[src/hdl/srdl_pkg.sv]
// ----------------------------------------------------------------------------
// srdl_pkg
// Shared types and constants of the SPI response deframer with LRC check.
// ----------------------------------------------------------------------------
`default_nettype none

package srdl_pkg;

	// input function codes
	localparam logic [1:0] FUNC_START = 2'd0;
	localparam logic [1:0] FUNC_BYTE  = 2'd1;
	localparam logic [1:0] FUNC_TICK  = 2'd2;

	// frame verdict codes
	localparam logic [2:0] ST_OK      = 3'd0;
	localparam logic [2:0] ST_LRC     = 3'd1;
	localparam logic [2:0] ST_STATUS  = 3'd2;
	localparam logic [2:0] ST_TIMEOUT = 3'd3;
	localparam logic [2:0] ST_LONG    = 3'd4;

	// framing bytes
	localparam logic [7:0] START_BYTE = 8'h55;
	localparam logic [7:0] SW1_OK     = 8'h90;
	localparam logic [7:0] SW2_OK     = 8'h00;

	// timeout register reset value
	localparam logic [15:0] TIMEOUT_RESET = 16'd1000;

	// one result item
	typedef struct packed {
		logic [7:0]  out_byte;
		logic [12:0] byte_index;
		logic        frame_done;
		logic [2:0]  frame_status;
		logic [12:0] frame_length;
	} srdl_res_t;

endpackage

`default_nettype wire

[src/hdl/srdl_if.sv]
// ----------------------------------------------------------------------------
// srdl channel interfaces
// Valid/ready channels for input items, result items and the timeout register.
// ----------------------------------------------------------------------------
`default_nettype none

// input item channel
interface srdl_in_if;
	logic       valid;
	logic       ready;
	logic [1:0] func;
	logic [7:0] rx_byte;

	modport source (output valid, output func, output rx_byte, input ready);
	modport sink   (input valid, input func, input rx_byte, output ready);
endinterface

// result item channel
interface srdl_out_if;
	logic        valid;
	logic        ready;
	logic [7:0]  out_byte;
	logic [12:0] byte_index;
	logic        frame_done;
	logic [2:0]  frame_status;
	logic [12:0] frame_length;

	modport source (output valid, output out_byte, output byte_index,
		output frame_done, output frame_status, output frame_length, input ready);
	modport sink   (input valid, input out_byte, input byte_index,
		input frame_done, input frame_status, input frame_length, output ready);
endinterface

// timeout register write channel
interface srdl_cfg_if;
	logic        valid;
	logic        ready;
	logic [15:0] timeout_ms;

	modport source (output valid, output timeout_ms, input ready);
	modport sink   (input valid, input timeout_ms, output ready);
endinterface

`default_nettype wire

[src/hdl/spi_response_deframer_lrc_unit.sv]
// Pipeline: an input transfer is held in the input register, and its result
// is held in the result register. Throughput: one input item per cycle; the
// frame state update is combinational logic between the two registers.
// A held result stalls only items that themselves cause a result.
// Reset: arst_n clears both pipeline stages and the frame state to idle and
// loads timeout_ms with 1000.
// ----------------------------------------------------------------------------
// spi_response_deframer_lrc_unit
// Deframes a secure-element SPI response and checks its LRC byte.
// ----------------------------------------------------------------------------
`default_nettype none

module spi_response_deframer_lrc_unit
	import srdl_pkg::*;
#(
	parameter int MAX_PAYLOAD = 4096
) (
	input  wire logic  clk,
	input  wire logic  arst_n,
	srdl_in_if.sink    req,
	srdl_out_if.source rsp,
	srdl_cfg_if.sink   cfg
);

	logic        valid_s1;
	logic [1:0]  func_s1;
	logic [7:0]  byte_s1;
	logic [15:0] timeout_q;
	logic        out_valid_q;
	srdl_res_t   out_q;
	logic        core_has_res;
	srdl_res_t   core_res;
	logic        out_free;
	logic        s1_go;

	// stage one advances unless its result cannot be stored
	assign out_free  = !out_valid_q || rsp.ready;
	assign s1_go     = valid_s1 && (!core_has_res || out_free);
	assign req.ready = !valid_s1 || s1_go;
	assign cfg.ready = 1'b1;

	// timeout register
	always_ff @(posedge clk or negedge arst_n) begin
		if (!arst_n) begin
			timeout_q <= TIMEOUT_RESET;
		end else if (cfg.valid) begin
			timeout_q <= cfg.timeout_ms;
		end
	end

	// input register
	always_ff @(posedge clk or negedge arst_n) begin
		if (!arst_n) begin
			valid_s1 <= 1'b0;
		end else if (req.ready) begin
			valid_s1 <= req.valid;
		end
	end

	always_ff @(posedge clk) begin
		if (req.ready && req.valid) begin
			func_s1 <= req.func;
			byte_s1 <= req.rx_byte;
		end
	end

	srdl_core #(
		.MAX_PAYLOAD (MAX_PAYLOAD)
	) u_core (
		.clk        (clk),
		.arst_n     (arst_n),
		.fire       (s1_go),
		.func       (func_s1),
		.rx_byte    (byte_s1),
		.timeout_ms (timeout_q),
		.has_res    (core_has_res),
		.res        (core_res)
	);

	// result register
	always_ff @(posedge clk or negedge arst_n) begin
		if (!arst_n) begin
			out_valid_q <= 1'b0;
		end else if (s1_go && core_has_res) begin
			out_valid_q <= 1'b1;
		end else if (rsp.ready) begin
			out_valid_q <= 1'b0;
		end
	end

	always_ff @(posedge clk) begin
		if (s1_go && core_has_res) begin
			out_q <= core_res;
		end
	end

	assign rsp.valid        = out_valid_q;
	assign rsp.out_byte     = out_q.out_byte;
	assign rsp.byte_index   = out_q.byte_index;
	assign rsp.frame_done   = out_q.frame_done;
	assign rsp.frame_status = out_q.frame_status;
	assign rsp.frame_length = out_q.frame_length;

`ifndef SYNTH
	// an input transfer always lands in stage one
	a_in_lands: assert property (@(posedge clk) disable iff (!arst_n)
		(req.valid && req.ready) |=> valid_s1)
		else $error("input transfer lost before stage one");

	// a result that does not end the frame carries no verdict
	a_mid_ok: assert property (@(posedge clk) disable iff (!arst_n)
		(rsp.valid && !rsp.frame_done) |-> (rsp.frame_status == ST_OK))
		else $error("verdict on a result that does not end the frame");

	// a length is reported only with an ok verdict
	a_len_ok: assert property (@(posedge clk) disable iff (!arst_n)
		(rsp.valid && rsp.frame_length != 13'd0) |->
		(rsp.frame_done && rsp.frame_status == ST_OK))
		else $error("frame length without ok verdict");
`endif

endmodule

`default_nettype wire

[src/hdl/srdl_core.sv]
// ----------------------------------------------------------------------------
// srdl_core
// Frame state machine: start hunt with timeout, header check, payload and LRC verdict.
// ----------------------------------------------------------------------------
`default_nettype none

module srdl_core
	import srdl_pkg::*;
#(
	parameter int MAX_PAYLOAD = 4096
) (
	input  wire logic        clk,
	input  wire logic        arst_n,
	input  wire logic        fire,
	input  wire logic [1:0]  func,
	input  wire logic [7:0]  rx_byte,
	input  wire logic [15:0] timeout_ms,
	output      logic        has_res,
	output      srdl_res_t   res
);

	localparam int CNT_NEED = $clog2(MAX_PAYLOAD + 5);
	localparam int CNT_W    = (CNT_NEED > 13) ? CNT_NEED : 13;
	localparam int CMP_W    = (CNT_W > 17) ? CNT_W : 17;

	typedef enum logic [1:0] {PH_IDLE, PH_HUNT, PH_HEADER, PH_BODY} phase_t;

	phase_t             phase_q, phase_d;
	logic [CNT_W-1:0]   cnt_q, cnt_d;
	logic [15:0]        plen_q, plen_d;
	logic [7:0]         lrc_q, lrc_d;
	logic [15:0]        ms_q, ms_d;
	logic               sw_ok_q, sw_ok_d;

	logic [7:0]         lrc_x;
	logic [15:0]        plen_lo;
	logic [CMP_W-1:0]   body_end;
	logic [16:0]        frame_len;

	assign lrc_x     = lrc_q ^ rx_byte;
	assign plen_lo   = {plen_q[15:8], rx_byte};
	assign body_end  = CMP_W'(plen_q) + CMP_W'(4);
	assign frame_len = 17'(plen_q) + 17'd5;

	// next state and result for the item at hand
	always_comb begin
		phase_d = phase_q;
		cnt_d   = cnt_q;
		plen_d  = plen_q;
		lrc_d   = lrc_q;
		ms_d    = ms_q;
		sw_ok_d = sw_ok_q;
		has_res = 1'b0;
		res.out_byte     = rx_byte;
		res.byte_index   = cnt_q[12:0];
		res.frame_done   = 1'b0;
		res.frame_status = ST_OK;
		res.frame_length = 13'd0;
		case (func)
			FUNC_START: begin
				phase_d = PH_HUNT;
				cnt_d   = '0;
				plen_d  = '0;
				lrc_d   = '0;
				ms_d    = '0;
				sw_ok_d = 1'b0;
			end
			FUNC_TICK: begin
				if (phase_q == PH_HUNT) begin
					if (ms_q >= timeout_ms) begin
						phase_d          = PH_IDLE;
						has_res          = 1'b1;
						res.out_byte     = 8'd0;
						res.byte_index   = 13'd0;
						res.frame_done   = 1'b1;
						res.frame_status = ST_TIMEOUT;
					end else if (ms_q != 16'hFFFF) begin
						ms_d = ms_q + 16'd1;
					end
				end
			end
			FUNC_BYTE: begin
				case (phase_q)
					PH_HUNT: begin
						if (rx_byte == START_BYTE) begin
							phase_d = PH_HEADER;
							cnt_d   = '0;
							lrc_d   = '0;
							plen_d  = '0;
							sw_ok_d = 1'b0;
						end
					end
					PH_HEADER: begin
						lrc_d   = lrc_x;
						cnt_d   = cnt_q + CNT_W'(1);
						has_res = 1'b1;
						case (cnt_q[1:0])
							2'd0: sw_ok_d = (rx_byte == SW1_OK);
							2'd1: sw_ok_d = sw_ok_q && (rx_byte == SW2_OK);
							2'd2: plen_d  = {rx_byte, 8'd0};
							default: begin
								plen_d = plen_lo;
								// status checked before length
								if (!sw_ok_q) begin
									phase_d          = PH_IDLE;
									res.frame_done   = 1'b1;
									res.frame_status = ST_STATUS;
								end else if (17'(plen_lo) > 17'(MAX_PAYLOAD)) begin
									phase_d          = PH_IDLE;
									res.frame_done   = 1'b1;
									res.frame_status = ST_LONG;
								end else begin
									phase_d = PH_BODY;
								end
							end
						endcase
					end
					PH_BODY: begin
						has_res = 1'b1;
						if (CMP_W'(cnt_q) < body_end) begin
							lrc_d = lrc_x;
							cnt_d = cnt_q + CNT_W'(1);
						end else begin
							// last byte is the LRC
							phase_d        = PH_IDLE;
							res.frame_done = 1'b1;
							if (~lrc_q == rx_byte) begin
								res.frame_length = frame_len[12:0];
							end else begin
								res.frame_status = ST_LRC;
							end
						end
					end
					default: begin
					end
				endcase
			end
			default: begin
			end
		endcase
	end

	// frame state
	always_ff @(posedge clk or negedge arst_n) begin
		if (!arst_n) begin
			phase_q <= PH_IDLE;
			cnt_q   <= '0;
			plen_q  <= '0;
			lrc_q   <= '0;
			ms_q    <= '0;
			sw_ok_q <= 1'b0;
		end else if (fire) begin
			phase_q <= phase_d;
			cnt_q   <= cnt_d;
			plen_q  <= plen_d;
			lrc_q   <= lrc_d;
			ms_q    <= ms_d;
			sw_ok_q <= sw_ok_d;
		end
	end

endmodule

`default_nettype wire

[src/flat_wrapper.sv]
// flat-port wrapper written by rule: the top's interface ports become plain ports
module spi_response_deframer_lrc_unit_flat import srdl_pkg::*;
#(
	parameter int MAX_PAYLOAD = 4096
)
  (clk, arst_n, req_valid, req_func, req_rx_byte, req_ready, rsp_valid, rsp_out_byte, rsp_byte_index, rsp_frame_done, rsp_frame_status, rsp_frame_length, rsp_ready, cfg_valid, cfg_timeout_ms, cfg_ready);
  srdl_in_if req_i ();
  srdl_out_if rsp_i ();
  srdl_cfg_if cfg_i ();
  input  wire logic clk;
  input  wire logic arst_n;
  input wire logic [$bits(req_i.valid)-1:0] req_valid;
  input wire logic [$bits(req_i.func)-1:0] req_func;
  input wire logic [$bits(req_i.rx_byte)-1:0] req_rx_byte;
  output wire logic [$bits(req_i.ready)-1:0] req_ready;
  output wire logic [$bits(rsp_i.valid)-1:0] rsp_valid;
  output wire logic [$bits(rsp_i.out_byte)-1:0] rsp_out_byte;
  output wire logic [$bits(rsp_i.byte_index)-1:0] rsp_byte_index;
  output wire logic [$bits(rsp_i.frame_done)-1:0] rsp_frame_done;
  output wire logic [$bits(rsp_i.frame_status)-1:0] rsp_frame_status;
  output wire logic [$bits(rsp_i.frame_length)-1:0] rsp_frame_length;
  input wire logic [$bits(rsp_i.ready)-1:0] rsp_ready;
  input wire logic [$bits(cfg_i.valid)-1:0] cfg_valid;
  input wire logic [$bits(cfg_i.timeout_ms)-1:0] cfg_timeout_ms;
  output wire logic [$bits(cfg_i.ready)-1:0] cfg_ready;
  assign req_i.valid = req_valid;
  assign req_i.func = req_func;
  assign req_i.rx_byte = req_rx_byte;
  assign req_ready = req_i.ready;
  assign rsp_valid = rsp_i.valid;
  assign rsp_out_byte = rsp_i.out_byte;
  assign rsp_byte_index = rsp_i.byte_index;
  assign rsp_frame_done = rsp_i.frame_done;
  assign rsp_frame_status = rsp_i.frame_status;
  assign rsp_frame_length = rsp_i.frame_length;
  assign rsp_i.ready = rsp_ready;
  assign cfg_i.valid = cfg_valid;
  assign cfg_i.timeout_ms = cfg_timeout_ms;
  assign cfg_ready = cfg_i.ready;
  spi_response_deframer_lrc_unit #(.MAX_PAYLOAD(MAX_PAYLOAD)) u_core (.clk(clk), .arst_n(arst_n), .req(req_i), .rsp(rsp_i), .cfg(cfg_i));
endmodule
[config.mk]
export PLATFORM = sky130hd
export DESIGN_NAME = spi_response_deframer_lrc_unit_flat
export DESIGN_NICKNAME = d
export VERILOG_FILES = /design/src/hdl/srdl_pkg.sv /design/src/hdl/srdl_if.sv /design/src/hdl/spi_response_deframer_lrc_unit.sv /design/src/hdl/srdl_core.sv /design/src/flat_wrapper.sv
export SDC_FILE = /design/constraint.sdc
export NUM_CORES = 1
export LEC_CHECK = 0
export ABC_AREA = 1
export BUFFER_PORTS_ARGS = -buffer_cell sky130_fd_sc_hd__buf_4
export CELL_PAD_IN_SITES_DETAIL_PLACEMENT = 2
export CELL_PAD_IN_SITES_GLOBAL_PLACEMENT = 2
export CORE_MARGIN = 1
export CORE_UTILIZATION = 36
export DETAILED_ROUTE_END_ITERATION = 7
export PLACE_DENSITY = 0.87
export SYNTH_ARGS = -nofsm -noshare
export SYNTH_HDL_FRONTEND = slang
export SYNTH_SLANG_ARGS = --single-unit
[constraint.sdc]
create_clock -name clk -period 4.1 [get_ports clk]
set_input_delay 0.615 -clock clk [delete_from_list [all_inputs] [get_ports clk]]
set_output_delay 0.615 -clock clk [all_outputs]
set_load 0.05 [all_outputs]
## Yosys cells after proc, flatten, opt, wreduce, memory -nomap -nowiden

Index checks and enable logic that the tools add are counted.

| storage, ports and cells | value |
|---|---|
| register bits | 122 |
| bits in read-only memories | 0 |
| bits in writable memories | 0 |
| latch bits | 0 |
| input port bits | 31 |
| memories | 0 |
| output and inout port bits | 41 |

| cells by class | value |
|---|---|
| reductions and logical operators | 27 |
| shift-type cells | 0 |
| divide/modulo/power cells | 0 |
| bitwise logic cells | 5 |
| add/subtract/negate cells | 4 |
| muxes and demuxes | 46 |
| $mul | 0 |
| magnitude comparators | 3 |
| eq/ne operators | 24 |

Operators by type and width:

| kind | count |
|---|---|
| $pmux W16 S2 | 4 |
| $mux W16 | 4 |
| $mux W25 | 2 |
| $mux W13 | 3 |
| $pmux W13 S3 | 1 |
| $pmux W13 S2 | 1 |
| $pmux W8 S3 | 1 |
| $mux W21 | 1 |
| $reduce_and A5 Y1 | 4 |
| $ne A3 B3 Y1 const B | 6 |
| $add A16 B3 Y17 const B | 1 |
| $lt A13 B17 Y1 | 1 |
| $mux W17 | 1 |
| $add A16 B1 Y16 const B | 1 |
| $ge A16 B16 Y1 | 1 |
| $gt A16 B13 Y1 const B | 1 |
| $mux W8 | 2 |
| $ne A16 B16 Y1 const B | 1 |
| $pmux W4 S2 | 2 |
| $pmux W8 S2 | 1 |
| $mux W2 | 7 |
| $add A13 B1 Y13 const B | 1 |
| $add A13 B3 Y13 const B | 1 |
| $mux W4 | 3 |
| 27 further kinds | 58 |

## Logic depth before layout (Yosys ltp)

| depth | value |
|---|---|
| word-level depth | 9 |
| depth in mapped cells | 20 |
| gate-level depth less buffers | 19 |

## Cells and area by module

Synthesis repeated with hierarchy kept, for this count alone.

| second synthesis, totals | value |
|---|---|
| cell total of the unflattened synthesis | 861 |
| area, all modules | 7084.3 µm² |

Modules (own cells, without submodules):

| module | times used | cells each | sequential area each (µm²) | area each (µm²) |
|---|---|---|---|---|
| srdl_core | 1 | 729 | 1401.3 | 4870.9 |
| spi_response_deframer_lrc_unit | 1 | 132 | 1899.3 | 2213.4 |

## Worst setup path before layout

No wires, ideal clock.

| timing | value |
|---|---|
| path kind | register to register |
| start point | register u_core.timeout_q[7] |
| end point | register u_core.out_q, in the netlist u_core.rsp.byte_index[0] (enable) |
| path buffers | 0 |
| required time | 3.707 ns |
| setup time | 0.393 ns |
| path slack | 1.114 ns |
| arrival | 2.593 ns |
| cell stages (with the launch flop) | 18 |
| clock period less this slack | 2.986 ns |
| cells stage by stage | dfstp_2 -> inv_1 -> ha_1 -> nand2_1 -> inv_1 -> nand2_1 -> nand2_1 -> nor2_1 -> nand2_1 -> nand2_1 -> nand2_1 -> nand2_1 -> nand2_2 -> nand3_2 -> nand2_4 -> inv_1 -> nand3_1 -> inv_1 |

| between the ends | value |
|---|---|
| cells in the longest elaborated chain, start to end | 8 |

RTL lines:

| what | line | text |
|---|---|---|
| start, declared | spi_response_deframer_lrc_unit.sv:28 | `logic [15:0] timeout_q;` |
| start signal, assigned | spi_response_deframer_lrc_unit.sv:47 | `timeout_q <= cfg.timeout_ms;` |
| $ge A16 B16 Y1 (*) | srdl_core.sv:70 | `if (ms_q >= timeout_ms) begin` |
| $mux W1 (*) | srdl_core.sv:70 |  |
| $mux W1 (*) | srdl_core.sv:69 | `if (phase_q == PH_HUNT) begin` |
| $pmux W1 S2 (*) | srdl_core.sv:59 | `case (func)` |
| $logic_not A1 Y1 | spi_response_deframer_lrc_unit.sv:38 | `assign s1_go = valid_s1 && (!core_has_res \|\| out_free);` |
| $logic_or A1 B1 Y1 | spi_response_deframer_lrc_unit.sv:38 |  |
| $logic_and A1 B1 Y1 | spi_response_deframer_lrc_unit.sv:38 |  |
| $logic_and A1 B1 Y1 (*) | spi_response_deframer_lrc_unit.sv:92 | `if (s1_go && core_has_res) begin` |
| end signal, assigned | spi_response_deframer_lrc_unit.sv:93 | `out_q <= core_res;` |
| end, declared | spi_response_deframer_lrc_unit.sv:30 | `srdl_res_t out_q;` |

Mark *: on every way between the ends. The rest lies on a longest branch, timed or not.
A chain may end at the register's enable or synchronous reset.

## Final worst setup path

| timing | value |
|---|---|
| start point | register u_core.u_core.plen_q[2] |
| end point | register u_core.u_core.lrc_q[6] |

| between the ends | value |
|---|---|
| cells in the longest elaborated chain, start to end | 4 |

RTL lines:

| what | line | text |
|---|---|---|
| start, declared | srdl_core.sv:30 | `logic [15:0] plen_q, plen_d;` |
| start signal, assigned | srdl_core.sv:155 | `plen_q <= plen_d;` |
| $add A16 B3 Y17 | srdl_core.sv:42 | `assign body_end = CMP_W'(plen_q) + CMP_W'(4);` |
| $lt A13 B17 Y1 | srdl_core.sv:120 | `if (CMP_W'(cnt_q) < body_end) begin` |
| $ne A3 B3 Y1 (no source line) | - |  |
| $reduce_and A5 Y1 (no source line) | - |  |
| end signal, assigned | srdl_core.sv:156 | `lrc_q <= lrc_d;` |
| end, declared | srdl_core.sv:31 | `logic [7:0] lrc_q, lrc_d;` |

Every way passes these cells.

==> impl_metrics.py <==
metrics = {
    "yosys": {
        "yosysTopAreaCell": "dfrtp_1",
        "synth_fp_nets": 886,
        "synth.area.top_cells": "dfrtp_1 24%, edfxtp_1 21%, nand2_1 11%",
        "synth_seq_cells": 122,
        "synthFlopType": "dfrtp_1",
        "syn_area_um2": 6950,
        "async_flop_share_pct": 60.7,
        "ys_seq_area_share_pct": 47.5,
        "syn_area_per_cell_um2": 8.53,
        "synth_cells": 815,
        "yosysTopAreaCellShare_pct": 24.5,
        "ys_warn_count": 0,
        "synth_edf_count": 48,
        "yosysUniqueCellTypes": 43,
    },
    "cts": {
        "root_buffer": "clkbuf_16",
        "cts_setup_buffers": 0,
        "clockBufferDepth": 2,
        "clk_pin_slew_ps": 60,
        "clock-sinks": 122,
        "cts_buffers": 17,
        "cts_tree": "built",
        "hold_buffers": 0,
        "cts_resized": 0,
        "htreeDepth": 4,
        "clk_latency_ps": 430,
    },
    "drt": {
        "avgRoutedWirePerCell_um": 19.7,
        "via_count": 5962,
        "avgViaCountPerCell": 5.15,
        "routed_wl_mm": 22.9,
        "drt_iter0_markers": 321,
        "dr.pass1.iters": 4,
        "drc_errors": 0,
        "drtAntennaViolNets": 0,
    },
    "timing": {
        "hold_viol_final": 0,
        "setup_tns_ps": 0,
        "min_period_ps": 3540,
        "fmax_ghz": 0.283,
        "setup_viol": 0,
        "final.setup.worst_slack_ps": 565,
        "rsz0062_at_grt": "no",
        "worst_pin_slew_ps": 1060,
        "slew_headroom_pct": 29.2,
        "min_period_over_period_pct": 86.2,
        "slew_viol_final": 0,
        "fin_skew_ps": 8.37,
    },
    "placement": {
        "hpwl_mm": 15.8,
        "place_ws_ps": 720,
        "placed_cell_area_um2": 7710,
        "portBuffers": 70,
        "routabilityCongestion": 0.831,
    },
    "worst_setup_path": {
        "endpoint_kind": "register",
        "worstPathArrival_ps": 3900,
        "crit_type": "reg -> reg",
        "path_max_fanout": 34,
        "worst_setup_path_start_kind": "register",
        "required_ps": 4460,
    },
    "cells_and_area": {
        "drive_gt1_share_pct": 17.0,
        "area_delta_synth_final_pct": 19.8,
        "final_nets": 957,
        "antennaDiodeCount": 0,
        "stdcell_area_um2": 8330,
    },
    "hold_path": {
        "hold_class": "in -> reg",
    },
    "grt": {
        "grt_util_all_layers_pct": 24.5,
        "gr-total-overflow": 0,
        "gr-usage-met3_pct": 4.76,
        "grt_max_degree": 75,
        "gr-usage-met2_pct": 42.4,
        "grt_pass1_vias": 6623,
        "busiest_layer": "met2",
        "met1_usage_pct": 30.4,
        "antenna_found_initial": 0,
        "grt_pass1_wl_mm": 36.6,
    },
    "die": {
        "die_y_um": 141,
        "core.rowCount": 50,
        "io_pins": 72,
        "coreArea_um2": 18800,
        "start_util_pct": 36.9,
        "fp.dieW_um": 141,
        "dieArea_um2": 19900,
    },
    "power_and_ir_drop": {
        "fin_total_pwr_mw": 3.38,
        "leakage_nw": 3.78,
        "vdd_drop_max_uv": 310,
        "power.density_nw_per_um2": 405,
    },
    "status": {
        "status": "completed",
    },
    "run": {
        "drv_cap": 0,
    },
}
==> cells by family after synthesis <==
logic type / after synthesis / share of synthesized area (%)
buffers and inverters: 110 / 6.59
other: 1 / 0.0539
AND/OR/NAND/NOR: 406 / 25.2
multiplexers: 1 / 0.162
flip-flops: 122 / 47.5
AO/OA/AOI/OAI: 89 / 7.52
XOR/XNOR: 46 / 5.79
adder cells (fa/ha/maj): 40 / 7.20
==> worst max-delay path: stages, from the launching register on <==
cell and delay (ps):
dfrtp_1 490, ha_1 270, nand3_1 220, nor2_1 300
nand2_1 120, xor2_1 210, ha_1 280, nand2_1 100
nor2_1 50, a211oi_1 170, nand2_1 170, nand3_2 160
nand2_4 110, nor2_8 550, nand2_1 150, nand2_1 120
==> placed cells by master, fill, tap and decap left out, types with 2 or more instances in the layout <==
master,netlist,final
o22ai_1,2,2
nand3_1,39,39
inv_1,84,84
nor3_1,8,8
nor2_4,2,2
clkinv_2,0,3
edfxtp_1,48,48
dfstp_2,6,6
a31oi_1,3,3
xor2_1,23,23
nand2_1,198,198
nor4_1,7,7
buf_4,3,76
nand4_1,14,14
o21ai_2,14,14
nor2_2,3,3
ha_1,40,40
nand2_4,2,2
o21ai_0,38,38
xnor2_1,23,23
nand3_2,3,3
nand2_2,13,13
bufinv_16,0,4
clkinvlp_4,0,4
nor2_1,112,112
dfrtp_1,68,68
clkbuf_16,0,17
o21a_1,2,2
o211ai_1,2,2
a21oi_1,24,24
==> layout make-up <==
| type | instances | area (um2) |
|---|---|---|
| clock inverter | 12 | 174 |
| multi-input combinational | 583 | 3190 |
| timing repair buffer | 76 | 571 |
| sequential | 122 | 3300 |
| fill | 2116 | 10500 |
| inverter | 86 | 323 |
| clock buffer | 19 | 443 |
| tap | 260 | 325 |
==> flip-flops by register name, indices dropped and copies added, names as in the netlist, 8 cells and up <==
| signal | count |
|---|---|
| u_core.u_core.plen_q | 16 |
| u_core.rsp.frame_length | 13 |
| u_core.rsp.out_byte | 8 |
| u_core.byte_s1 | 8 |
| u_core.rsp.byte_index | 13 |
| u_core.timeout_q | 16 |
| u_core.u_core.lrc_q | 8 |
| u_core.u_core.ms_q | 16 |
| u_core.u_core.cnt_q | 13 |
==> through the flow <==
stage / std cells / util, % / hold slack [ps]
final: 1158 / 44.2 / 362
after floorplan: 815 / - / 319
after global placement: 1127 / 41.0 / 483
after detailed placement: 1127 / 41.0 / 502
after global routing: 1158 / 44.2 / 347
after CTS: 1158 / 44.2 / 343
==> synthesized netlist by cell type, types with 2 or more instances <==
library cell and count:
a21oi_1 24, a31oi_1 3, buf_2 7, buf_4 3
buf_6 3, clkbuf_1 9, clkbuf_2 2, dfrtp_1 68
dfstp_2 6, edfxtp_1 48, ha_1 40, inv_1 84
nand2_1 198, nand2_2 13, nand2_4 2, nand3_1 39
nand3_2 3, nand4_1 14, nor2_1 112, nor2_2 3
nor2_4 2, nor3_1 8, nor4_1 7, o211ai_1 2
o21a_1 2, o21ai_0 38, o21ai_2 14, o22ai_1 2
xnor2_1 23, xor2_1 23
==> power breakdown <==
part / leakage, nW / internal (mW) / switching (mW) / total [mW]
registers: 1.46 / 1.32 / 0.0598 / 1.38
logic: 2.02 / 0.116 / 0.274 / 0.390
clock network: 0.291 / 1.03 / 0.577 / 1.60
==> path summary, 6_finish.rpt <==
check / from / end / slack (ps) / cells past startpoint
min reg2reg: u_core.timeout_q[6]$_DFFE_PN1P_ / u_core.timeout_q[6]$_DFFE_PN1P_ / 500 / 2
min: req_rx_byte[0] / u_core.byte_s1[0]$_DFFE_PP_ / 360 / 1
max in group asynchronous: arst_n / u_core.u_core.cnt_q[7]$_DFFE_PN0P_ / 3040 / 1
max: u_core.u_core.plen_q[2]$_DFFE_PN0P_ / u_core.u_core.lrc_q[6]$_DFFE_PN0P_ / 560 / 15
min in group asynchronous: arst_n / u_core.timeout_q[11]$_DFFE_PN0P_ / 380 / 1
max reg2reg: u_core.u_core.plen_q[2]$_DFFE_PN0P_ / u_core.u_core.lrc_q[6]$_DFFE_PN0P_ / 560 / 15
==> metal layers <==
layer  vias to the layer above  share of wire, %
met4                         0               2.2
li1                       2785                 -
met1                      3018                44
met5                         -                 0
met2                       118                50
met3                        41               3.8
(Power assumes the default switching activity.)
